$ cat config.mk
export PLATFORM = sky130hd
export DESIGN_NAME = host_power_supervisor
export DESIGN_NICKNAME = d
export VERILOG_FILES = /design/src/rtl/hps_pkg.sv /design/src/rtl/host_power_supervisor.sv /design/src/rtl/hps_front.sv /design/src/rtl/hps_queue.sv /design/src/rtl/hps_exec.sv
export SDC_FILE = /design/constraint.sdc
export NUM_CORES = 1
export LEC_CHECK = 0
export BUFFER_PORTS_ARGS = -buffer_cell sky130_fd_sc_hd__buf_4
export CORE_AREA = 2 2 256 258
export CTS_CLUSTER_DIAMETER = 120
export DETAILED_ROUTE_END_ITERATION = 16
export DIE_AREA = 0 0 258 260
export PLACE_DENSITY = 0.62
export SYNTH_ARGS = -nofsm -noshare
export SYNTH_HDL_FRONTEND = slang
export SYNTH_SLANG_ARGS = --single-unit
$ cat constraint.sdc
create_clock -name i_clk -period 16.3 [get_ports i_clk]
set_input_delay 1.63 -clock i_clk [delete_from_list [all_inputs] [get_ports i_clk]]
set_output_delay 1.63 -clock i_clk [all_outputs]
set_load 0.05 [all_outputs]
$ cat src/rtl/hps_pkg.sv
// ---------------------------------------------------------------------------
// hps_pkg: shared types and constants of the host power supervisor
// Command codes, register indexes, timing constants and the host wake and
// reset helpers that the execution stage applies.
// ---------------------------------------------------------------------------
`default_nettype none
package hps_pkg;

    localparam int unsigned TASK_PERIOD_MS      = 900;
    localparam int unsigned HOST_IDLE_MS        = 15000;
    localparam int unsigned TURN_ON_DELAY_MS    = 100;
    localparam int unsigned WAKE_GUARD_MS       = 15000;
    localparam int unsigned WAKE_REPEAT_MS      = 30000;
    localparam int unsigned BUTTON_HOST_IDLE_MS = 11000;
    localparam int unsigned SOC_HIGH            = 500;
    localparam int unsigned SOC_LOW             = 150;
    localparam int unsigned SCHED_MAX           = 250;
    localparam int unsigned SCHED_CANCEL        = 255;
    localparam int unsigned OFF_INACTIVE        = 255;
    localparam int unsigned WAKE_PCT_MAX        = 100;
    localparam int unsigned WAKE_PCT_OFF        = 127;
    localparam int unsigned PCT_TO_TENTHS       = 10;
    localparam int unsigned MS_PER_MIN          = 60000;
    localparam int unsigned TASK_MS_MAX         = 1023;
    localparam int unsigned TURN_ON_MS_MAX      = 127;
    localparam int unsigned QUEUE_DEPTH         = 2;

    // Command codes; unused codes are classified as a status read
    typedef enum logic [3:0] {
        CMD_TICK      = 4'd0,
        CMD_ON_BTN    = 4'd1,
        CMD_OFF_BTN   = 4'd2,
        CMD_RESET_BTN = 4'd3,
        CMD_HOST_CMD  = 4'd4,
        CMD_HOST_POLL = 4'd5,
        CMD_RTC_WAKE  = 4'd6,
        CMD_SCHED_OFF = 4'd7,
        CMD_SET_WAKE  = 4'd8,
        CMD_READ      = 4'd9
    } t_cmd;

    // Configuration register indexes
    typedef enum logic [7:0] {
        CFG_RUN_PIN   = 8'd0,
        CFG_WDOG_MIN  = 8'd1,
        CFG_LED_RED   = 8'd2,
        CFG_LED_GREEN = 8'd3,
        CFG_LED_BLUE  = 8'd4
    } t_cfg_idx;

    // Classified item passed from the front end to the execution stage
    typedef struct packed {
        t_cmd        cmd;
        logic [7:0]  arg;
        logic        sched_start;
        logic        sched_cancel;
        logic [6:0]  wake_pct;
        logic [9:0]  soc;
        logic        inp;
        logic        batp;
        logic        io5v;
        logic        chg;
        logic        done;
        logic        lowp;
    } t_item;

    // Result transaction
    typedef struct packed {
        logic        boost_enable;
        logic        run_pulse;
        logic        led_update;
        logic [7:0]  led_r;
        logic [7:0]  led_g;
        logic [7:0]  led_b;
        logic        action_ok;
        logic [7:0]  off_countdown;
        logic [6:0]  wake_charge_read;
        logic        watchdog_fired;
        logic        off_button_used;
    } t_result;

    // Host power state touched by a wake or reset
    typedef struct packed {
        logic        boost;
        logic        pending;
        logic [6:0]  ton_ms;
        logic [31:0] wake_idle;
        logic        pulse;
        logic        ok;
    } t_host;

    // Reset the host by RUN pulse, power-on or power cycle
    function automatic t_host f_reset_host(t_host h, logic io5v, logic run_pin);
        t_host r;
        r    = h;
        r.ok = 1'b0;
        if ((h.boost || io5v) && run_pin) begin
            r.boost     = 1'b1;
            r.pulse     = 1'b1;
            r.wake_idle = '0;
            r.ok        = 1'b1;
        end else if (!io5v) begin
            if (h.boost) begin
                r.boost   = 1'b0;
                r.pending = 1'b1;
                r.ton_ms  = '0;
            end else begin
                r.boost = 1'b1;
            end
            r.wake_idle = '0;
            r.ok        = 1'b1;
        end
        return r;
    endfunction

    // Wake the host, resetting it only when it looks dead or unpowered
    function automatic t_host f_wake_host(t_host h, logic io5v, logic run_pin,
                                          logic [31:0] host_idle);
        t_host r;
        r = h;
        if (host_idle > 32'(HOST_IDLE_MS) || (!h.boost && !io5v)) begin
            r = f_reset_host(h, io5v, run_pin);
        end else begin
            r.ok = 1'b1;
        end
        return r;
    endfunction

endpackage
`default_nettype wire

$ cat src/rtl/host_power_supervisor.sv
// ---------------------------------------------------------------------------
// host_power_supervisor: 5 V boost supply supervisor for a host
// Front end, decoupling queue and execution stage for tick and event items.
// ---------------------------------------------------------------------------
// Usage:
//   Input channel (i_in_valid / o_in_ready) carries one item per transaction:
//   a 1 ms tick or an event with charger status. Output channel
//   (o_out_valid / i_out_ready) returns exactly one result per item, in order.
//   Configuration channel (i_cfg_valid / o_cfg_ready) writes a register by
//   index: 0 RUN pin installed, 1 watchdog minutes, 2..4 LED intensities.
//   o_cfg_ready is always high; write only while no item is in flight.
// Pipeline and throughput:
//   An accepted item is held in the front register, pushed from there into
//   the queue and popped into the execution stage's output register. One
//   item per cycle is sustained while the receiver keeps i_out_ready high;
//   the execution stage updates all state for an item when it pops it.
// Reset:
//   Synchronous, active low. Timers and flags clear, boost is off, the wake
//   threshold is disabled and all configuration registers read zero.
// Stalls:
//   When the receiver holds i_out_ready low the result register holds, the
//   two-entry queue fills and then the front stage drops o_in_ready.
// ---------------------------------------------------------------------------
`default_nettype none
module host_power_supervisor (
    input  wire logic          i_clk,
    input  wire logic          i_rst_n,
    input  wire logic          i_in_valid,
    output logic               o_in_ready,
    input  wire logic [3:0]    i_cmd,
    input  wire logic [7:0]    i_arg,
    input  wire logic [9:0]    i_battery_soc,
    input  wire logic          i_input_present,
    input  wire logic          i_battery_present,
    input  wire logic          i_io5v_present,
    input  wire logic          i_charging,
    input  wire logic          i_charge_done,
    input  wire logic          i_low_power,
    output logic               o_out_valid,
    input  wire logic          i_out_ready,
    output logic               o_boost_enable,
    output logic               o_run_pulse,
    output logic               o_led_update,
    output logic [7:0]         o_led_r,
    output logic [7:0]         o_led_g,
    output logic [7:0]         o_led_b,
    output logic               o_action_ok,
    output logic [7:0]         o_off_countdown,
    output logic [6:0]         o_wake_charge_read,
    output logic               o_watchdog_fired,
    output logic               o_off_button_used,
    input  wire logic          i_cfg_valid,
    output logic               o_cfg_ready,
    input  wire logic [7:0]    i_cfg_index,
    input  wire logic [15:0]   i_cfg_data
);

    logic             w_push;
    logic             w_q_ready;
    logic             w_q_valid;
    logic             w_pop;
    hps_pkg::t_item   w_front_item;
    hps_pkg::t_item   w_head_item;
    hps_pkg::t_result w_result;

    assign o_cfg_ready = 1'b1;

    // Accept and classify
    hps_front u_front (
        .i_clk             (i_clk),
        .i_rst_n           (i_rst_n),
        .i_in_valid        (i_in_valid),
        .o_in_ready        (o_in_ready),
        .i_cmd             (i_cmd),
        .i_arg             (i_arg),
        .i_battery_soc     (i_battery_soc),
        .i_input_present   (i_input_present),
        .i_battery_present (i_battery_present),
        .i_io5v_present    (i_io5v_present),
        .i_charging        (i_charging),
        .i_charge_done     (i_charge_done),
        .i_low_power       (i_low_power),
        .o_push            (w_push),
        .o_item            (w_front_item),
        .i_q_ready         (w_q_ready)
    );

    // Decouple front and execution
    hps_queue u_queue (
        .i_clk   (i_clk),
        .i_rst_n (i_rst_n),
        .i_push  (w_push),
        .i_item  (w_front_item),
        .o_ready (w_q_ready),
        .o_valid (w_q_valid),
        .o_item  (w_head_item),
        .i_pop   (w_pop)
    );

    // Execute and register results
    hps_exec u_exec (
        .i_clk       (i_clk),
        .i_rst_n     (i_rst_n),
        .i_q_valid   (w_q_valid),
        .i_item      (w_head_item),
        .o_pop       (w_pop),
        .i_cfg_valid (i_cfg_valid),
        .i_cfg_index (i_cfg_index),
        .i_cfg_data  (i_cfg_data),
        .o_out_valid (o_out_valid),
        .o_result    (w_result),
        .i_out_ready (i_out_ready)
    );

    assign o_boost_enable     = w_result.boost_enable;
    assign o_run_pulse        = w_result.run_pulse;
    assign o_led_update       = w_result.led_update;
    assign o_led_r            = w_result.led_r;
    assign o_led_g            = w_result.led_g;
    assign o_led_b            = w_result.led_b;
    assign o_action_ok        = w_result.action_ok;
    assign o_off_countdown    = w_result.off_countdown;
    assign o_wake_charge_read = w_result.wake_charge_read;
    assign o_watchdog_fired   = w_result.watchdog_fired;
    assign o_off_button_used  = w_result.off_button_used;

endmodule
`default_nettype wire

$ cat src/rtl/hps_front.sv
// ---------------------------------------------------------------------------
// hps_front: input stage
// Registers each input transaction and classifies its command and argument.
// ---------------------------------------------------------------------------
`default_nettype none
module hps_front (
    input  wire logic          i_clk,
    input  wire logic          i_rst_n,
    input  wire logic          i_in_valid,
    output logic               o_in_ready,
    input  wire logic [3:0]    i_cmd,
    input  wire logic [7:0]    i_arg,
    input  wire logic [9:0]    i_battery_soc,
    input  wire logic          i_input_present,
    input  wire logic          i_battery_present,
    input  wire logic          i_io5v_present,
    input  wire logic          i_charging,
    input  wire logic          i_charge_done,
    input  wire logic          i_low_power,
    output logic               o_push,
    output hps_pkg::t_item     o_item,
    input  wire logic          i_q_ready
);

    logic           r_valid;
    hps_pkg::t_item r_item;
    hps_pkg::t_item n_item;

    // Classify command and argument
    always_comb begin
        n_item = '0;
        if (i_cmd > 4'(hps_pkg::CMD_READ)) begin
            n_item.cmd = hps_pkg::CMD_READ;
        end else begin
            n_item.cmd = hps_pkg::t_cmd'(i_cmd);
        end
        n_item.arg          = i_arg;
        n_item.sched_start  = (i_arg <= 8'(hps_pkg::SCHED_MAX));
        n_item.sched_cancel = (i_arg == 8'(hps_pkg::SCHED_CANCEL));
        n_item.wake_pct     = (i_arg[6:0] <= 7'(hps_pkg::WAKE_PCT_MAX)) ?
                              i_arg[6:0] : 7'(hps_pkg::WAKE_PCT_OFF);
        n_item.soc          = i_battery_soc;
        n_item.inp          = i_input_present;
        n_item.batp         = i_battery_present;
        n_item.io5v         = i_io5v_present;
        n_item.chg          = i_charging;
        n_item.done         = i_charge_done;
        n_item.lowp         = i_low_power;
    end

    assign o_in_ready = !r_valid || i_q_ready;
    assign o_push     = r_valid;
    assign o_item     = r_item;

    // Hold the classified transaction until the queue takes it
    always_ff @(posedge i_clk) begin
        if (!i_rst_n) begin
            r_valid <= 1'b0;
        end else if (o_in_ready) begin
            r_valid <= i_in_valid;
        end
    end

    always_ff @(posedge i_clk) begin
        if (o_in_ready && i_in_valid) begin
            r_item <= n_item;
        end
    end

endmodule
`default_nettype wire

$ cat src/rtl/hps_queue.sv
// ---------------------------------------------------------------------------
// hps_queue: decoupling queue
// Short FIFO of classified transactions between front end and execution.
// ---------------------------------------------------------------------------
`default_nettype none
module hps_queue (
    input  wire logic          i_clk,
    input  wire logic          i_rst_n,
    input  wire logic          i_push,
    input  wire hps_pkg::t_item i_item,
    output logic               o_ready,
    output logic               o_valid,
    output hps_pkg::t_item     o_item,
    input  wire logic          i_pop
);

    localparam int unsigned PW = $clog2(hps_pkg::QUEUE_DEPTH);
    localparam int unsigned CW = $clog2(hps_pkg::QUEUE_DEPTH + 1);

    hps_pkg::t_item r_mem [hps_pkg::QUEUE_DEPTH];
    logic [PW-1:0]  r_wr_ptr;
    logic [PW-1:0]  r_rd_ptr;
    logic [CW-1:0]  r_count;
    logic           w_do_push;
    logic           w_do_pop;

    assign o_ready   = (r_count != CW'(hps_pkg::QUEUE_DEPTH));
    assign o_valid   = (r_count != '0);
    assign o_item    = r_mem[r_rd_ptr];
    assign w_do_push = i_push && o_ready;
    assign w_do_pop  = i_pop && o_valid;

    // Advance pointers and occupancy
    always_ff @(posedge i_clk) begin
        if (!i_rst_n) begin
            r_wr_ptr <= '0;
            r_rd_ptr <= '0;
            r_count  <= '0;
        end else begin
            if (w_do_push) begin
                r_wr_ptr <= (r_wr_ptr == PW'(hps_pkg::QUEUE_DEPTH - 1)) ? '0 : r_wr_ptr + 1'b1;
            end
            if (w_do_pop) begin
                r_rd_ptr <= (r_rd_ptr == PW'(hps_pkg::QUEUE_DEPTH - 1)) ? '0 : r_rd_ptr + 1'b1;
            end
            if (w_do_push && !w_do_pop) begin
                r_count <= r_count + 1'b1;
            end else if (!w_do_push && w_do_pop) begin
                r_count <= r_count - 1'b1;
            end
        end
    end

    // Store the incoming transaction
    always_ff @(posedge i_clk) begin
        if (w_do_push) begin
            r_mem[r_wr_ptr] <= i_item;
        end
    end

    a_count_bound: assert property (@(posedge i_clk) disable iff (!i_rst_n)
        r_count <= CW'(hps_pkg::QUEUE_DEPTH))
        else $error("queue occupancy out of range");
    a_count_track: assert property (@(posedge i_clk) disable iff (!i_rst_n)
        (w_do_push && !w_do_pop) |=> (r_count == $past(r_count) + 1'b1))
        else $error("queue occupancy lost a push");
    a_ptr_gap: assert property (@(posedge i_clk) disable iff (!i_rst_n)
        (r_count == '0 || r_count == CW'(hps_pkg::QUEUE_DEPTH)) |-> (r_wr_ptr == r_rd_ptr))
        else $error("queue pointers disagree with occupancy");

endmodule
`default_nettype wire

$ cat src/rtl/hps_exec.sv
// ---------------------------------------------------------------------------
// hps_exec: execution stage
// Holds the supervisor state and configuration, applies one transaction a
// cycle while the result register is free or being taken, and registers the result.
// ---------------------------------------------------------------------------
`default_nettype none
module hps_exec (
    input  wire logic          i_clk,
    input  wire logic          i_rst_n,
    input  wire logic          i_q_valid,
    input  wire hps_pkg::t_item i_item,
    output logic               o_pop,
    input  wire logic          i_cfg_valid,
    input  wire logic [7:0]    i_cfg_index,
    input  wire logic [15:0]   i_cfg_data,
    output logic               o_out_valid,
    output hps_pkg::t_result   o_result,
    input  wire logic          i_out_ready
);

    // Configuration
    logic        r_run_pin;
    logic [15:0] r_wdog_min;
    logic [31:0] r_period;
    logic [7:0]  r_led_red, r_led_green, r_led_blue;

    // Supervisor state
    logic [31:0] r_host_idle, n_host_idle;
    logic [31:0] r_wake_idle;
    logic [9:0]  r_task_ms, n_task_ms;
    logic        r_pending;
    logic [6:0]  r_ton_ms;
    logic [17:0] r_off_ms, n_off_ms;
    logic        r_off_active, n_off_active;
    logic [31:0] r_deadline, n_deadline;
    logic        r_wdog_flag, n_wdog_flag;
    logic        r_rtc, n_rtc;
    logic        r_off_btn, n_off_btn;
    logic [6:0]  r_wake_pct, n_wake_pct;
    logic [7:0]  r_blink, n_blink;
    logic        r_boost;
    logic [23:0] r_colour, n_colour;

    logic              r_out_valid;
    hps_pkg::t_result  r_out, n_out;

    hps_pkg::t_host h;
    logic [10:0]    w_thresh;
    logic           w_thresh_on;
    logic [7:0]     w_r, w_g;
    logic           w_led_upd, w_ok;
    logic [32:0]    w_dl_sum;
    logic [31:0]    w_cfg_period;

    assign o_pop       = i_q_valid && (!r_out_valid || i_out_ready);
    assign o_out_valid = r_out_valid;
    assign o_result    = r_out;

    assign w_thresh     = 11'(r_wake_pct) * 11'(hps_pkg::PCT_TO_TENTHS);
    assign w_thresh_on  = (r_wake_pct != 7'(hps_pkg::WAKE_PCT_OFF));
    assign w_dl_sum     = {1'b0, r_deadline} + {1'b0, r_period};
    assign w_cfg_period = 32'(i_cfg_data) * 32'(hps_pkg::MS_PER_MIN);

    // Apply one transaction to the state
    always_comb begin
        n_host_idle  = r_host_idle;
        n_task_ms    = r_task_ms;
        n_off_ms     = r_off_ms;
        n_off_active = r_off_active;
        n_deadline   = r_deadline;
        n_wdog_flag  = r_wdog_flag;
        n_rtc        = r_rtc;
        n_off_btn    = r_off_btn;
        n_wake_pct   = r_wake_pct;
        n_blink      = r_blink;
        n_colour     = r_colour;
        h.boost      = r_boost;
        h.pending    = r_pending;
        h.ton_ms     = r_ton_ms;
        h.wake_idle  = r_wake_idle;
        h.pulse      = 1'b0;
        h.ok         = 1'b0;
        w_r          = '0;
        w_g          = '0;
        w_led_upd    = 1'b0;
        w_ok         = 1'b0;

        case (i_item.cmd)
            hps_pkg::CMD_TICK: begin
                if (n_host_idle != '1) n_host_idle = n_host_idle + 32'd1;
                if (h.wake_idle != '1) h.wake_idle = h.wake_idle + 32'd1;
                if (n_task_ms < 10'(hps_pkg::TASK_MS_MAX)) n_task_ms = n_task_ms + 10'd1;
                if (h.ton_ms < 7'(hps_pkg::TURN_ON_MS_MAX)) h.ton_ms = h.ton_ms + 7'd1;
                if (n_task_ms >= 10'(hps_pkg::TASK_PERIOD_MS)) begin
                    n_task_ms = '0;
                    // recolour the charge LED
                    if (i_item.soc > 10'(hps_pkg::SOC_HIGH)) begin
                        w_r = '0;
                        w_g = r_led_green;
                    end else if (i_item.soc > 10'(hps_pkg::SOC_LOW)) begin
                        w_r = r_led_red;
                        w_g = r_led_green;
                    end else begin
                        w_r = r_led_red;
                        w_g = '0;
                    end
                    if (i_item.chg) begin
                        n_blink = (r_blink != '0) ? 8'd0 : r_led_blue;
                    end else if (i_item.done) begin
                        n_blink = r_led_blue;
                    end else begin
                        n_blink = '0;
                    end
                    if (i_item.lowp) begin
                        w_r = w_r >> 2;
                        w_g = w_g >> 2;
                    end
                    n_colour  = {w_r, w_g, n_blink};
                    w_led_upd = 1'b1;
                    // wake on charge level or RTC alarm
                    if (((w_thresh_on && 11'(i_item.soc) >= w_thresh && i_item.inp &&
                          i_item.batp) || r_rtc) &&
                        n_host_idle > 32'(hps_pkg::HOST_IDLE_MS) &&
                        h.wake_idle > 32'(hps_pkg::WAKE_REPEAT_MS)) begin
                        h = hps_pkg::f_wake_host(h, i_item.io5v, r_run_pin, n_host_idle);
                        if (h.ok) begin
                            w_ok         = 1'b1;
                            n_wake_pct   = 7'(hps_pkg::WAKE_PCT_OFF);
                            n_rtc        = 1'b0;
                            n_off_active = 1'b0;
                            n_off_ms     = '0;
                        end
                    end
                    // host watchdog
                    if (r_wdog_min != '0 && n_host_idle > r_deadline) begin
                        h = hps_pkg::f_wake_host(h, i_item.io5v, r_run_pin, n_host_idle);
                        if (h.ok) begin
                            w_ok         = 1'b1;
                            n_wake_pct   = 7'(hps_pkg::WAKE_PCT_OFF);
                            n_rtc        = 1'b0;
                            n_off_active = 1'b0;
                            n_off_ms     = '0;
                            n_wdog_flag  = 1'b1;
                        end
                        n_deadline = w_dl_sum[32] ? '1 : w_dl_sum[31:0];
                    end
                end
                // delayed turn-on
                if (h.pending && h.ton_ms >= 7'(hps_pkg::TURN_ON_DELAY_MS)) begin
                    h.boost   = 1'b1;
                    h.pending = 1'b0;
                end
                // scheduled power-off countdown
                if (n_off_active) begin
                    if (n_off_ms != '0) n_off_ms = n_off_ms - 18'd1;
                    if (n_off_ms == '0) begin
                        h.boost      = 1'b0;
                        n_off_active = 1'b0;
                    end
                end
            end
            hps_pkg::CMD_ON_BTN: begin
                if ((!h.boost && !i_item.io5v) ||
                    (h.wake_idle > 32'(hps_pkg::WAKE_GUARD_MS) &&
                     n_host_idle > 32'(hps_pkg::BUTTON_HOST_IDLE_MS))) begin
                    h = hps_pkg::f_wake_host(h, i_item.io5v, r_run_pin, n_host_idle);
                    if (h.ok) begin
                        w_ok         = 1'b1;
                        n_wake_pct   = 7'(hps_pkg::WAKE_PCT_OFF);
                        n_rtc        = 1'b0;
                        n_off_active = 1'b0;
                        n_off_ms     = '0;
                    end
                end
            end
            hps_pkg::CMD_OFF_BTN: begin
                if (h.boost && !i_item.io5v) begin
                    h.boost   = 1'b0;
                    n_off_btn = 1'b1;
                end
            end
            hps_pkg::CMD_RESET_BTN: begin
                h = hps_pkg::f_reset_host(h, i_item.io5v, r_run_pin);
                if (h.ok) begin
                    w_ok         = 1'b1;
                    n_wake_pct   = 7'(hps_pkg::WAKE_PCT_OFF);
                    n_rtc        = 1'b0;
                    n_off_active = 1'b0;
                    n_off_ms     = '0;
                end
            end
            hps_pkg::CMD_HOST_CMD: begin
                n_host_idle = '0;
            end
            hps_pkg::CMD_HOST_POLL: begin
                n_rtc      = 1'b0;
                n_deadline = r_period;
            end
            hps_pkg::CMD_RTC_WAKE: begin
                n_rtc = 1'b1;
            end
            hps_pkg::CMD_SCHED_OFF: begin
                if (i_item.sched_start) begin
                    n_off_ms     = {i_item.arg, 10'd0};
                    n_off_active = 1'b1;
                end else if (i_item.sched_cancel) begin
                    n_off_ms     = '0;
                    n_off_active = 1'b0;
                end
            end
            hps_pkg::CMD_SET_WAKE: begin
                n_wake_pct = i_item.wake_pct;
            end
            default: begin
            end
        endcase
    end

    // Assemble the result transaction
    always_comb begin
        n_out.boost_enable     = h.boost;
        n_out.run_pulse        = h.pulse;
        n_out.led_update       = w_led_upd;
        n_out.led_r            = n_colour[23:16];
        n_out.led_g            = n_colour[15:8];
        n_out.led_b            = n_colour[7:0];
        n_out.action_ok        = w_ok;
        n_out.off_countdown    = n_off_active ? n_off_ms[17:10] : 8'(hps_pkg::OFF_INACTIVE);
        n_out.wake_charge_read = n_wake_pct;
        n_out.watchdog_fired   = n_wdog_flag;
        n_out.off_button_used  = n_off_btn;
    end

    // Update state on a popped transaction, registers on a configuration write
    always_ff @(posedge i_clk) begin
        if (!i_rst_n) begin
            r_run_pin    <= 1'b0;
            r_wdog_min   <= '0;
            r_period     <= '0;
            r_led_red    <= '0;
            r_led_green  <= '0;
            r_led_blue   <= '0;
            r_host_idle  <= '0;
            r_wake_idle  <= '0;
            r_task_ms    <= '0;
            r_pending    <= 1'b0;
            r_ton_ms     <= '0;
            r_off_ms     <= '0;
            r_off_active <= 1'b0;
            r_deadline   <= '0;
            r_wdog_flag  <= 1'b0;
            r_rtc        <= 1'b0;
            r_off_btn    <= 1'b0;
            r_wake_pct   <= 7'(hps_pkg::WAKE_PCT_OFF);
            r_blink      <= '0;
            r_boost      <= 1'b0;
            r_colour     <= '0;
            r_out_valid  <= 1'b0;
        end else begin
            if (o_pop) begin
                r_host_idle  <= n_host_idle;
                r_wake_idle  <= h.wake_idle;
                r_task_ms    <= n_task_ms;
                r_pending    <= h.pending;
                r_ton_ms     <= h.ton_ms;
                r_off_ms     <= n_off_ms;
                r_off_active <= n_off_active;
                r_deadline   <= n_deadline;
                r_wdog_flag  <= n_wdog_flag;
                r_rtc        <= n_rtc;
                r_off_btn    <= n_off_btn;
                r_wake_pct   <= n_wake_pct;
                r_blink      <= n_blink;
                r_boost      <= h.boost;
                r_colour     <= n_colour;
                r_out_valid  <= 1'b1;
            end else if (i_out_ready) begin
                r_out_valid <= 1'b0;
            end
            if (i_cfg_valid) begin
                case (i_cfg_index)
                    hps_pkg::CFG_RUN_PIN:   r_run_pin   <= i_cfg_data[0];
                    hps_pkg::CFG_WDOG_MIN: begin
                        r_wdog_min <= i_cfg_data;
                        r_period   <= w_cfg_period;
                        r_deadline <= w_cfg_period;
                    end
                    hps_pkg::CFG_LED_RED:   r_led_red   <= i_cfg_data[7:0];
                    hps_pkg::CFG_LED_GREEN: r_led_green <= i_cfg_data[7:0];
                    hps_pkg::CFG_LED_BLUE:  r_led_blue  <= i_cfg_data[7:0];
                    default: begin
                    end
                endcase
            end
        end
    end

    // Hold the result payload while it waits
    always_ff @(posedge i_clk) begin
        if (o_pop) begin
            r_out <= n_out;
        end
    end

    a_off_idle: assert property (@(posedge i_clk) disable iff (!i_rst_n)
        !r_off_active |-> (r_off_ms == '0))
        else $error("off countdown left time while inactive");
    a_task_range: assert property (@(posedge i_clk) disable iff (!i_rst_n)
        r_task_ms < 10'(hps_pkg::TASK_PERIOD_MS))
        else $error("task timer passed its period");
    a_wake_pct: assert property (@(posedge i_clk) disable iff (!i_rst_n)
        (r_wake_pct <= 7'(hps_pkg::WAKE_PCT_MAX)) || (r_wake_pct == 7'(hps_pkg::WAKE_PCT_OFF)))
        else $error("wake threshold holds an invalid percent");
    a_period_sync: assert property (@(posedge i_clk) disable iff (!i_rst_n)
        (r_wdog_min == '0) |-> (r_period == '0))
        else $error("watchdog period out of step with minutes");

endmodule
`default_nettype wire

Yosys cells after proc, flatten, opt, wreduce, memory -nomap -nowiden
Memory sizes are Yosys's and may differ from the RTL's. A register that Yosys moved wholly into a read port is not among the register bits.
Index checks and enable logic that the tools add are counted.
W data, S select, Z words.
{ "word_totals": {"inputBits": 57, "mem_count": 1, "register_bits": 332, "ram_bits": 74, "output_inout_bits": 48} }
{ "mem_list": {"columns": ["name", "words", "width", "read_ports", "rd_ports_with_merged_regs", "wr", "line_no", "rtl"], "rows": [
  ["u_queue.r_mem", 2, 37, 1, 1, 1, "hps_queue.sv:20", "hps_pkg::t_item r_mem [hps_pkg::QUEUE_DEPTH];"]
]} }
{ "classes": {"eq_ne": 23, "n_lt_le_gt_ge": 16, "n_mux": 150, "multipliers": 2, "n_addsub": 10, "reduce_logical": 59} }
{ "op_table": {"columns": ["operator", "n"], "rows": [
  ["$mux W32", 13],
  ["$mux W43", 7],
  ["$mux W18", 15],
  ["$gt A32 B14 Y1 const B", 4],
  ["$pmux W32 S2", 2],
  ["$mux W42", 3],
  ["$pmux W42 S3", 1],
  ["$mux W41", 3],
  ["$mux W8", 14],
  ["$pmux W18 S4", 1],
  ["$mux W1", 69],
  ["$add A32 B1 Y32 const B", 2],
  ["$ne A32 B32 Y1 const B", 2],
  ["$mux W7", 9],
  ["$mux W24", 2],
  ["$add A32 B32 Y33", 1],
  ["$gt A32 B15 Y1 const B", 1],
  ["$gt A32 B32 Y1", 1],
  ["$mux W10", 3],
  ["$pmux W7 S4", 1],
  ["$mul A16 B11 Y27 const B", 1],
  ["$logic_and A1 B1 Y1", 19],
  ["$logic_not A18 Y1", 1],
  ["$reduce_bool A18 Y1", 1],
  ["other kinds (47)", 84]
]} }

Longest topological paths before layout
Gate-level depths: netlist (run 1).
{ "depth": {"depth_word": 33, "depth_mapped": 34, "mapped_depth_nobuf": 31} }

Hierarchy
A second synthesis (run 1) with hierarchy kept.
{ "hier_totals": {"cells_unflattened": 2863, "area_unflattened_um2": 25471.9} }
{ "by_module_without_submodules": {"columns": ["module", "instances", "area_each_um2", "cells_each"], "rows": [
  ["hps_exec", 1, 21262.9, 2656],
  ["hps_queue", 1, 2909.0, 139],
  ["hps_front", 1, 1288.7, 66],
  ["host_power_supervisor", 1, 11.3, 2]
]} }

Least setup slack after synthesis (run 1)
Ideal clock, no wire load.
{ "synth_timing": {"path_kind": "input port to flip-flop", "start": "input i_cfg_data[0]", "end": "register u_exec.r_deadline[29]", "arrival_ps": 6609, "stages": 19, "path_buffers": 0, "setup_slack_ps": 9571, "setup_ps": 120, "cell_sequence": "fa_1 -> inv_1 -> fa_1 -> fa_1 -> inv_1 -> fa_1 -> fa_1 -> ha_1 -> a21o_1 -> a21oi_1 -> a31oi_1 -> a41o_1 -> o41a_1 -> a41o_1 -> o21ai_0 -> a21oi_1 -> xnor2_1 -> nor2_1 -> a211o_1"} }
{ "synth_via": {"elab_chain_cells": 3} }
{ "synth_rtl": {"columns": ["element", "line_no", "rtl"], "rows": [
  ["start: declaration", "host_power_supervisor.sv:55", "input wire logic [15:0] i_cfg_data"],
  ["$mul A16 B11 Y27", "hps_exec.sv:62", "assign w_cfg_period = 32'(i_cfg_data) * 32'(hps_pkg::MS_PER_MIN);"],
  ["$mux W32", "hps_exec.sv:281", "case (i_cfg_index)"],
  ["$mux W32", "hps_exec.sv:280", "if (i_cfg_valid) begin"],
  ["end signal: assignment", "hps_exec.sv:268", "r_deadline <= n_deadline;"],
  ["end signal: assignment", "hps_exec.sv:286", "r_deadline <= w_cfg_period;"],
  ["end: declaration", "hps_exec.sv:35", "logic [31:0] r_deadline, n_deadline;"]
]} }
No other way between the ends.
A chain may end at the register's enable or synchronous reset.

Worst setup path in the final report (run 1)
{ "layout_timing": {"start": "register u_exec.r_host_idle[9]", "end": "register u_exec.r_out (netlist bit u_exec.o_result[11]), data pin"} }
{ "layout_via": {"elab_chain_cells": 28} }
{ "layout_rtl": {"columns": ["element", "line_no", "rtl"], "rows": [
  ["start: declaration", "hps_exec.sv:28", "logic [31:0] r_host_idle, n_host_idle;"],
  ["start signal: assignment", "hps_exec.sv:261", "r_host_idle <= n_host_idle;"],
  ["$add A32 B1 Y32 / $ne A32 B32 Y1 (equally long branches)", "hps_exec.sv:90", "if (n_host_idle != '1) n_host_idle = n_host_idle + 32'd1;"],
  ["$mux W32", "hps_exec.sv:90", null],
  ["$mux W32", "hps_exec.sv:88", "case (i_item.cmd)"],
  ["$gt A32 B14 Y1", "hps_pkg.sv:121, hps_exec.sv:123", null],
  ["$logic_or A1 B1 Y1 / $logic_and A1 B1 Y1 (equally long branches)", "hps_pkg.sv:121, hps_exec.sv:122", null],
  ["$mux W42 / $logic_and A1 B1 Y1 (equally long branches)", "hps_pkg.sv:121, hps_exec.sv:123", null],
  ["$mux W43", "hps_exec.sv:121", "if (((w_thresh_on && 11'(i_item.soc) >= w_thresh && i_item.inp &&"],
  ["$mux W43", "hps_exec.sv:94", "if (n_task_ms >= 10'(hps_pkg::TASK_PERIOD_MS)) begin"],
  ["(+12 left out)", null, null],
  ["$sub A18 B1 Y18 / $reduce_bool A18 Y1 (equally long branches)", "hps_exec.sv:155", "if (n_off_ms != '0) n_off_ms = n_off_ms - 18'd1;"],
  ["$mux W18", "hps_exec.sv:155", null],
  ["$mux W18", "hps_exec.sv:154", "if (n_off_active) begin"],
  ["$mux W18", "hps_exec.sv:88", null],
  ["$logic_not A18 Y1", "hps_exec.sv:156", "if (n_off_ms == '0) begin"],
  ["$mux W1", "hps_exec.sv:156", null],
  ["$mux W1", "hps_exec.sv:154", null],
  ["$pmux W1 S4", "hps_exec.sv:88", null],
  ["end signal: assignment", "hps_exec.sv:301", "r_out <= n_out;"],
  ["end: declaration", "hps_exec.sv:45", "hps_pkg::t_result r_out, n_out;"]
]} }
Several ways; a longest one is shown, not always the timed one. The select of a mux whose other input is x is not followed.

==> results of run 1 <==
area by class of cell:
cell class | instances | area [µm²]
clock buffers | 63 | 1340
clock inverters | 24 | 277
fillers | 6091 | 35600
inverters | 141 | 533
multi-input cells | 2129 | 14600
flip-flops and latches | 406 | 9690
well taps | 855 | 1070
repair buffers | 125 | 938
layer usage:
| layer | vias up | wire [µm] | part of all wire [%] |
|---|---|---|---|
| li1 | 10300 | - | - |
| met1 | 10200 | 32000 | 46 |
| met2 | 607 | 32400 | 47 |
| met3 | 119 | 3250 | 4.7 |
| met4 | 0 | 1850 | 2.7 |
| met5 | - | 0 | 0 |
per-stage QoR:
stage	utilization, %	hold WS [ns]	total power [mW]
detailed placement	41.9	0.430	2.73
CTS	44.4	0.444	3.84
floorplan	-	0.414	2.34
finish	44.4	0.442	3.81
global route	44.4	0.450	4.05
global placement	41.9	0.424	2.71
cells by family (layout without fill, tap and decap cells):
group / Yosys count / count (layout) / share of synthesized area (%)
and+or+nand+nor: 1044 / 1044 / 20.3
AOI/OAI and AO/OA: 685 / 685 / 17.5
xor gates and xnor gates: 92 / 92 / 3.17
muxes: 76 / 76 / 3.07
other: 1 / 1 / 0.0147
DFF: 406 / 406 / 38.1
adders and majority gates: 231 / 231 / 13.2
buffers and inverters: 298 / 353 / 4.62
report_power, final:
part	total, mW	switching, mW	internal, mW
registers	1.23	0.0603	1.17
logic	1.49	0.937	0.549
clock network	1.09	0.447	0.645
flip-flops by register name (all words and copies together), names as in the netlist, 2 cells and up, named ones only:
name and cells:
u_front.o_item 37, u_exec.r_ton_ms 7, u_exec.o_result 45, u_exec.r_wake_pct 7, u_exec.r_deadline 32, u_exec.r_wake_idle 32
u_exec.r_blink 8, u_exec.r_task_ms 10, u_exec.r_off_ms 18, u_queue.r_count 2, u_exec.r_led_blue 8, u_exec.r_host_idle 32
u_exec.r_led_red 8, u_exec.r_led_green 8, u_queue.r_mem 74, u_exec.r_colour 24, u_exec.r_wdog_min 16, u_exec.r_period 26
final timing paths:
| check | to | slack, ns | depth (start not counted) |
|---|---|---|---|
| max | u_exec.o_result[11] | 8.40 | 29 |
| min | u_exec.r_blink[2] | 0.44 | 2 |
| max reg2reg | u_exec.o_result[11] | 8.40 | 29 |
| min reg2reg | u_exec.r_blink[2] | 0.44 | 2 |
cell usage in the layout, fill, tap and decap left out, types with 26 or more instances in the layout:
| cell | n |
|---|---|
| a21oi_1 | 224 |
| buf_4 | 125 |
| xnor2_1 | 55 |
| fa_1 | 63 |
| or3_1 | 29 |
| mux2i_1 | 63 |
| a211oi_1 | 31 |
| a21o_1 | 38 |
| nand4_1 | 47 |
| o31ai_1 | 26 |
| and3_1 | 27 |
| nor2_1 | 238 |
| clkbuf_16 | 48 |
| nand2_1 | 343 |
| nor4_1 | 26 |
| dfxtp_1 | 249 |
| inv_1 | 139 |
| ha_1 | 168 |
| nand3_1 | 84 |
| o21ai_0 | 131 |
| a22oi_1 | 32 |
| xor2_1 | 37 |
| a31oi_1 | 30 |
| nor3_1 | 75 |
| edfxtp_1 | 156 |
critical path, delay by kind of cell, from the launching register on:
family / cells / cell delay [ns]
compound gates: 8 / 2.03
xor+xnor: 2 / 0.38
fa+ha+maj: 2 / 0.50
buf+inv: 1 / 0.18
flops: 1 / 0.64
mux: 1 / 0.27
simple gates: 15 / 3.64
==> results.yml, run 1 <==
place:
  gp_congestion: 0.867
  placed_cells: 3656
  placedInstanceArea_um2: 26900
  post-place-ws_ns: 8.55
  port_buffers: 103
  detailed_place_hpwl_um: 49500
global_routing:
  grt_pass1_wl_um: 111000
  gr-usage-all-layers_pct: 20.4
  met3_usage_pct: 2.22
  grt_pass1_vias: 20500
  use_met2_pct: 33.8
  antenna_found_initial: 0
  grt_overflow_total: 0
  grtUsageMet1_pct: 27.9
  grt_max_degree: 82
  grt_busiest_layer: "met2"
logic_synthesis:
  ys_ff_latch: 406
  avgSynthCellArea_um2: 8.98
  synth_most_common_cell: "nand2_1"
  synth_cells: 2833
  synth_top_area_cell: "dfxtp_1"
  async_reset_ff_share_pct: 0
  synth_edf_count: 156
  synth.distinct_cells: 107
  syn-cell-area_um2: 25400
  syn_nets: 3121
  synth_common_cells: "nand2_1, dfxtp_1, nor2_1, a21oi_1, ha_1"
  synth_area_leaders: "dfxtp_1, edfxtp_1, ha_1"
  synthDominantCellAreaShare_pct: 19.7
  yosysSeqAreaShare_pct: 38.1
  yosys_warnings: 0
  synth_ff_type: "dfxtp_1"
clock_tree:
  insertion_delay_ns: 0.61
  root_buffer: "clkbuf_16"
  cts_buffer_depth: 3
  htreeDepth: 2
  cts_resized: 0
  cts_tree: "done"
  post_cts_buffers: 0
  numClockSinks: 406
  ctsHoldBuffers: 0
  path_clk_slew_ns: 0.06
  cts_buffers: 47
timing:
  finalCritPeriodShare_pct: 48.5
  max_freq_ghz: 0.127
  final_max_slew_viol_count: 0
  worst_slack_ns: 8.40
  slew_headroom_pct: 22.7
  setup_tns_ns: 0
  rsz0062_at_grt: "no"
  setup_viol: 0
  fin_skew_ns: 0.0282
  period_minus_slack_ns: 7.90
  timing_worst_slew_pin_value_ns: 1.13
  hold_viol_final: 0
status:
  status: "finished clean"
worst_hold_path:
  hp-class: "flip-flop to flip-flop"
  worstHoldStart: "u_exec.r_blink[2]"
critical_path:
  critPathLaunchType: "flip-flop"
  path_class: "flip-flop to flip-flop"
  crit_fanout: 16
  r2r_start: "u_exec.r_host_idle[9]"
  critPathRequiredTime_ns: 16.65
  max_stage_delay_ns: 0.64
  cp_common_cell: "nor3_1"
  cp_slowest_cell: "dfxtp_1"
  startpoint: "u_exec.r_host_idle[9]"
  worstSetupEndpointType: "flip-flop"
  worstPathArrival_ns: 8.25
pwr:
  p_leak_nw: 11.1
  powerDensity_nw_per_um2: 134
  ir_drop_uv: 103
floorplan:
  dieArea_um2: 67100
  fp.dieH_um: 260
  core_area_um2: 64100
  row_count: 93
  pin_count: 105
  die_x_um: 258
  start_util_pct: 39.7
final_layout:
  areaGrowthSynthToFinish_pct: 12.0
  drive_gt1_share_pct: 9.76
  fin_cells: 3743
  diodes: 0
  final_nets: 3138
  final_area_um2: 28500
run:
  cap_violations: 0
routing:
  viasPerCell: 5.68
  wirelength_um: 69500
  num_vias: 21300
  wl_per_cell_um: 18.6
  initialDrtViolationCount: 1784
  drc: 0
  drt-pass1-iter-count: 5
  ant_nets: 0
No activity file was read; power rests on OpenSTA's default activity.
==> run 2: changes to the inputs <==
--- a/config.mk
+++ b/config.mk
@@ -5,11 +5,12 @@
 export SDC_FILE = /design/constraint.sdc
 export NUM_CORES = 1
 export LEC_CHECK = 0
+export ABC_AREA = 1
 export BUFFER_PORTS_ARGS = -buffer_cell sky130_fd_sc_hd__buf_4
-export CORE_AREA = 2 2 256 258
+export CORE_AREA = 2 2 257 259
 export CTS_CLUSTER_DIAMETER = 120
 export DETAILED_ROUTE_END_ITERATION = 16
-export DIE_AREA = 0 0 258 260
+export DIE_AREA = 0 0 259 261
 export PLACE_DENSITY = 0.62
 export SYNTH_ARGS = -nofsm -noshare
 export SYNTH_HDL_FRONTEND = slang
==> constraint.sdc (replaced) <==
create_clock -name i_clk -period 7.8 [get_ports i_clk]
set_input_delay 0.78 -clock i_clk [delete_from_list [all_inputs] [get_ports i_clk]]
set_output_delay 0.78 -clock i_clk [all_outputs]
set_load 0.05 [all_outputs]
==> run 2 against run 1 <==
Synthesized cell count up 20%. Clock power up 100%. First-iteration DRC count down 20%. Highest routed layer unchanged. Critical endpoint is now u_exec.o_result[15]. Cell count up 16%.
==> results.yml, run 2 <==
floorplan:
  core_area_um2: 65000
  start_util_pct: 39.5
  pin_count: 105
  row_count: 94
  die_x_um: 259
  dieArea_um2: 67600
  fp.dieH_um: 261
routing:
  wirelength_um: 66600
  met3_length_um: 3580
  initialDrtViolationCount: 1419
  highest_layer: "met4"
  wl_met1_um: 31900
  ant_nets: 0
  wl_per_cell_um: 15.3
  drc: 0
  viasPerCell: 5.08
  drt-pass1-iter-count: 5
  met2RoutedLength_um: 30000
  num_vias: 22100
final_layout:
  final_area_um2: 28900
  drive_gt1_share_pct: 8.04
  largest-register: "u_queue.r_mem"
  layout_commonest_cell: "nand2_1"
  final_nets: 3743
  layout_common_cells: "nand2_1, inv_1, a21oi_1"
  areaGrowthSynthToFinish_pct: 12.4
  largest_reg_flops: 74
  diodes: 0
  fin_util_pct: 44.4
pwr:
  ir_drop_uv: 269
  powerDensity_nw_per_um2: 286
  p_leak_nw: 12.3
clock_tree:
  post_cts_buffers: 0
  cts_buffer_depth: 3
  path_clk_slew_ns: 0.06
  ctsHoldBuffers: 0
  root_buffer: "clkbuf_16"
  cts_resized: 0
  htreeDepth: 2
  cts_buffers: 46
  numClockSinks: 406
  insertion_delay_ns: 0.61
  cts_tree: "done"
critical_path:
  critPathRequiredTime_ns: 8.27
  crit_buf_inv: 3
  crit_family: "simple AND/OR/NAND/NOR gates"
  path_class: "flip-flop to flip-flop"
  worstPathArrival_ns: 7.07
  cp_slowest_cell: "nor3b_1"
  crit_fanout: 48
  worstSetupEndpointType: "flip-flop"
  critPathLaunchType: "flip-flop"
  max_stage_delay_ns: 0.53
  cp_common_cell: "nand2_1"
timing:
  slew_headroom_pct: 27.7
  period_minus_slack_ns: 6.60
  max_freq_ghz: 0.152
  setup_viol: 0
  timing_worst_slew_pin_value_ns: 1.08
  fin_skew_ns: 0.0312
  hold_viol_final: 0
  setup_tns_ns: 0
  rsz0062_at_grt: "no"
  final_max_slew_viol_count: 0
  finalCritPeriodShare_pct: 84.6
logic_synthesis:
  synth_common_cells: "nand2_1, inv_1, a21oi_1, nor2_1, o21ai_0"
  synth_edf_count: 156
  ys_ff_latch: 406
  synth_area_leaders: "dfxtp_1, edfxtp_1, nand2_1"
  synth_ff_type: "dfxtp_1"
  synth_cells: 3386
  yosysSeqAreaShare_pct: 37.7
  yosys_warnings: 0
  synthDominantCellAreaShare_pct: 19.5
  syn-cell-area_um2: 25700
  syn_nets: 3674
  synth_top_area_cell: "dfxtp_1"
  synth_most_common_cell: "nand2_1"
  avgSynthCellArea_um2: 7.59
  synth.distinct_cells: 56
  async_reset_ff_share_pct: 0
place:
  gp_congestion: 0.932
  port_buffers: 103
  detailed_place_hpwl_um: 48300
  placedInstanceArea_um2: 27300
global_routing:
  grt_overflow_total: 0
  grt_max_degree: 84
  gr-usage-all-layers_pct: 19.6
  antenna_found_initial: 0
  grt_pass1_vias: 20800
  grt_pass1_wl_um: 108000
worst_hold_path:
  hp-class: "input pin to flip-flop"
status:
  status: "finished clean"
run:
  cap_violations: 0
[run 2: area by class of cell]
type	instances	area, µm²
multi-input cells	2401	13800
flip-flops and latches	406	9690
well taps	864	1080
clock inverters	31	320
fillers	6576	36200
repair buffers	128	961
clock buffers	55	1200
inverters	472	1770
[run 2: routing by layer]
layer  up-vias  GRT usage [%]
met5         -              0
met4         0           4.66
met3        76           3.37
met2       482           32.0
met1     10200           27.0
li1      11400              -
[run 2: stage by stage]
stage / setup WS, ns / std cells / hold slack (ns) / total power [mW]
after floorplan: 2.42 / 3386 / 0.421 / 5.19
after global placement: 1.36 / 4271 / 0.426 / 6.08
after detailed placement: 1.19 / 4271 / 0.430 / 6.09
after CTS: 1.17 / 4357 / 0.328 / 8.32
after global routing: 0.442 / 4357 / 0.330 / 8.84
final: 1.20 / 4357 / 0.358 / 8.25
[run 2: final timing paths]
check                                           start              endpoint  slack, ns  cells after the start
worst max-delay path            u_exec.r_host_idle[0]   u_exec.o_result[15]       1.20                     33
worst min-delay path                 i_battery_soc[9]    u_front.o_item[15]       0.36                      1
worst max register to register  u_exec.r_host_idle[0]   u_exec.o_result[15]       1.20                     33
worst min register to register     u_front.o_item[15]  u_queue.r_mem[1][15]       0.44                      0
[run 2: cells by family after synthesis]
| kind of cell | after synthesis | share of synthesized area (%) |
|---|---|---|
| AND/OR/NAND/NOR | 1366 | 22.4 |
| AO/OA/AOI/OAI | 736 | 15.8 |
| buffers and inverters | 579 | 8.64 |
| flip-flops | 406 | 37.7 |
| adder cells (fa/ha/maj) | 231 | 13.1 |
| XOR/XNOR | 63 | 2.15 |
| multiplexers | 4 | 0.156 |
| other | 1 | 0.0146 |
[run 2: report_power, final]
part	internal [mW]	total (mW)	switching (mW)
clock	1.25	2.18	0.933
combinational	1.09	3.34	2.24
sequential	2.56	2.73	0.168
==> run 3: changes to the inputs <==
--- a/config.mk
+++ b/config.mk
@@ -11,7 +11,7 @@
 export CTS_CLUSTER_DIAMETER = 120
 export DETAILED_ROUTE_END_ITERATION = 16
 export DIE_AREA = 0 0 259 261
-export PLACE_DENSITY = 0.62
+export PLACE_DENSITY = 0.64
 export SYNTH_ARGS = -nofsm -noshare
 export SYNTH_HDL_FRONTEND = slang
 export SYNTH_SLANG_ARGS = --single-unit
==> constraint.sdc (replaced) <==
create_clock -name i_clk -period 5.6 [get_ports i_clk]
set_input_delay 0.56 -clock i_clk [delete_from_list [all_inputs] [get_ports i_clk]]
set_output_delay 0.56 -clock i_clk [all_outputs]
set_load 0.05 [all_outputs]
==> run 3 against run 2 <==
Non-clock buffer count rose by 55. Power rose by 45%. Die area did not move. Hold slack got worse by 0.23 ns. Setup slack got worse by 0.88 ns. Fmax rose by 25%. Critical path depth rose by 7. Wire length rose by 1.6%. First-iteration DRC count rose by 16%. Sequential power rose by 38%. Critical endpoint is now u_exec.o_result[10]. Cell count rose by 1.3%. Flip-flop and latch count did not move.
==> results.yml, run 3 (synthesis results as in run 2) <==
timing:
  max_freq_ghz: 0.190
  timing_worst_slew_pin_value_ns: 1.15
  period_minus_slack_ns: 5.28
  hold_slack_ns: 0.125
  hold_viol_final: 0
  fin_skew_ns: 0.0616
  finalCritPeriodShare_pct: 94.2
  rsz0062_at_grt: "yes"
  final_max_slew_viol_count: 0
  slew_headroom_pct: 23.1
  setup_viol: 0
floorplan:
  fp.dieH_um: 261
  start_util_pct: 39.5
  dieArea_um2: 67600
  core_area_um2: 65000
  pin_count: 105
  die_x_um: 259
  row_count: 94
routing:
  drc: 0
  wl_per_cell_um: 15.3
  initialDrtViolationCount: 1639
  wirelength_um: 67700
  drt-pass1-iter-count: 6
  num_vias: 22500
  ant_nets: 0
  viasPerCell: 5.09
worst_hold_path:
  whs_path_depth: 1
  hp-class: "input pin to flip-flop"
final_layout:
  seq_area_um2: 9700
  multi_input_area_um2: 14100
  layout_commonest_cell: "nand2_1"
  fin_cells: 4414
  drive_gt1_share_pct: 10.8
  areaGrowthSynthToFinish_pct: 15.4
  layout_common_cells: "nand2_1, inv_1, a21oi_1"
  final_nets: 3799
  fill_cells: 6418
  fin_util_pct: 45.6
  largest_reg_flops: 74
  largest-register: "u_queue.r_mem"
critical_path:
  worstSetupEndpointType: "flip-flop"
  path_class: "flip-flop to flip-flop"
  max_stage_delay_ns: 0.37
  critPathLaunchType: "flip-flop"
  crit_fanout: 18
  worstPathArrival_ns: 5.63
  reg2reg_depth: 40
  critPathRequiredTime_ns: 5.95
  cp_common_cell: "nand2_1"
  cp_slowest_cell: "fa_2"
global_routing:
  grt_overflow_total: 0
  grt_pass1_wl_um: 110000
  grt_max_degree: 93
  grt_pass1_vias: 21300
  antenna_found_initial: 1
  gr-usage-all-layers_pct: 19.9
clock_tree:
  ctsHoldBuffers: 0
  cts_tree: "done"
  htreeDepth: 2
  numClockSinks: 406
  cts_buffer_depth: 3
  path_clk_slew_ns: 0.06
  root_buffer: "clkbuf_16"
  insertion_delay_ns: 0.61
  cts_buffers: 46
pwr:
  ir_drop_uv: 389
  pwr-share-clk_pct: 26.6
  p_sw_mw: 4.77
  p_leak_nw: 12.7
  intPower_mw: 7.20
  pwr-share-comb_pct: 41.8
  switching_share_pct: 39.8
  pwr-share-seq_pct: 31.6
  powerDensity_nw_per_um2: 403
place:
  detailed_place_hpwl_um: 49100
  placed_cells: 4319
  port_buffers: 103
  gp_congestion: 0.909
run:
  cap_violations: 0
status:
  status: "finished clean"
-- run 3: metal layers --
metal	global-route usage [%]	vias to the layer above	wire, µm
met1	27.0	10400	31700
met4	4.50	0	1210
met5	0	-	0
met3	3.46	74	3580
li1	-	11500	-
met2	33.3	510	31200
-- run 3: critical path: cells and delay by family (launching register included) --
kind / cells / cell delay, ns
AND/OR/NAND/NOR: 23 / 2.12
adder cells (fa/ha/maj): 5 / 1.23
buffers and inverters: 5 / 0.57
AO/OA/AOI/OAI: 6 / 0.56
flip-flops: 1 / 0.36
XOR/XNOR: 1 / 0.17
-- run 3: cell type report --
type                       instances  area share (%)
antenna                            1         0.00844
clock buffer                      62            4.43
clock inverter                    24            1.06
inverter                         472            5.98
multi-input combinational       2402            47.4
sequential                       406            32.7
tap                              864            3.64
timing repair buffer             183            4.77
-- run 3: path summary, 6_finish.rpt --
check	end	start	slack (ns)
max	u_exec.o_result[10]	u_exec.r_wake_pct[3]	0.32
min	u_front.o_item[3]	i_io5v_present	0.12
max reg2reg	u_exec.o_result[10]	u_exec.r_wake_pct[3]	0.32
min reg2reg	u_queue.r_mem[0][23]	u_front.o_item[23]	0.44
-- run 3: power groups by stage --
| stage | combinational (mW) | clock [mW] | sequential (mW) |
|---|---|---|---|
| after CTS | 4.83 | 3.25 | 3.77 |
| after detailed placement | 4.78 | 0 | 3.82 |
| after floorplan | 2.87 | 0 | 4.35 |
| after global placement | 4.77 | 0 | 3.83 |
| after global routing | 5.65 | 3.38 | 3.81 |
| final | 5.01 | 3.18 | 3.78 |
-- run 3: what timing repair did --
item,4_1_cts,5_1_grt
cloned,0,1
setup buffers,0,7
resized for setup,4,63
setup endpoints to repair,11,34
pin swaps,0,35
-- run 3: metrics by stage --
step	worst slack (ns)	setup TNS (ns)	cell area (µm²)	total power, mW
global route	-0.0696	-0.554	29700	12.8
finish	0.323	0	29700	12.0
detailed placement	-0.187	-1.64	27700	8.60
CTS	0.0160	0	29400	11.9
global placement	0.0210	0	27700	8.60
floorplan	0.397	0	25700	7.22
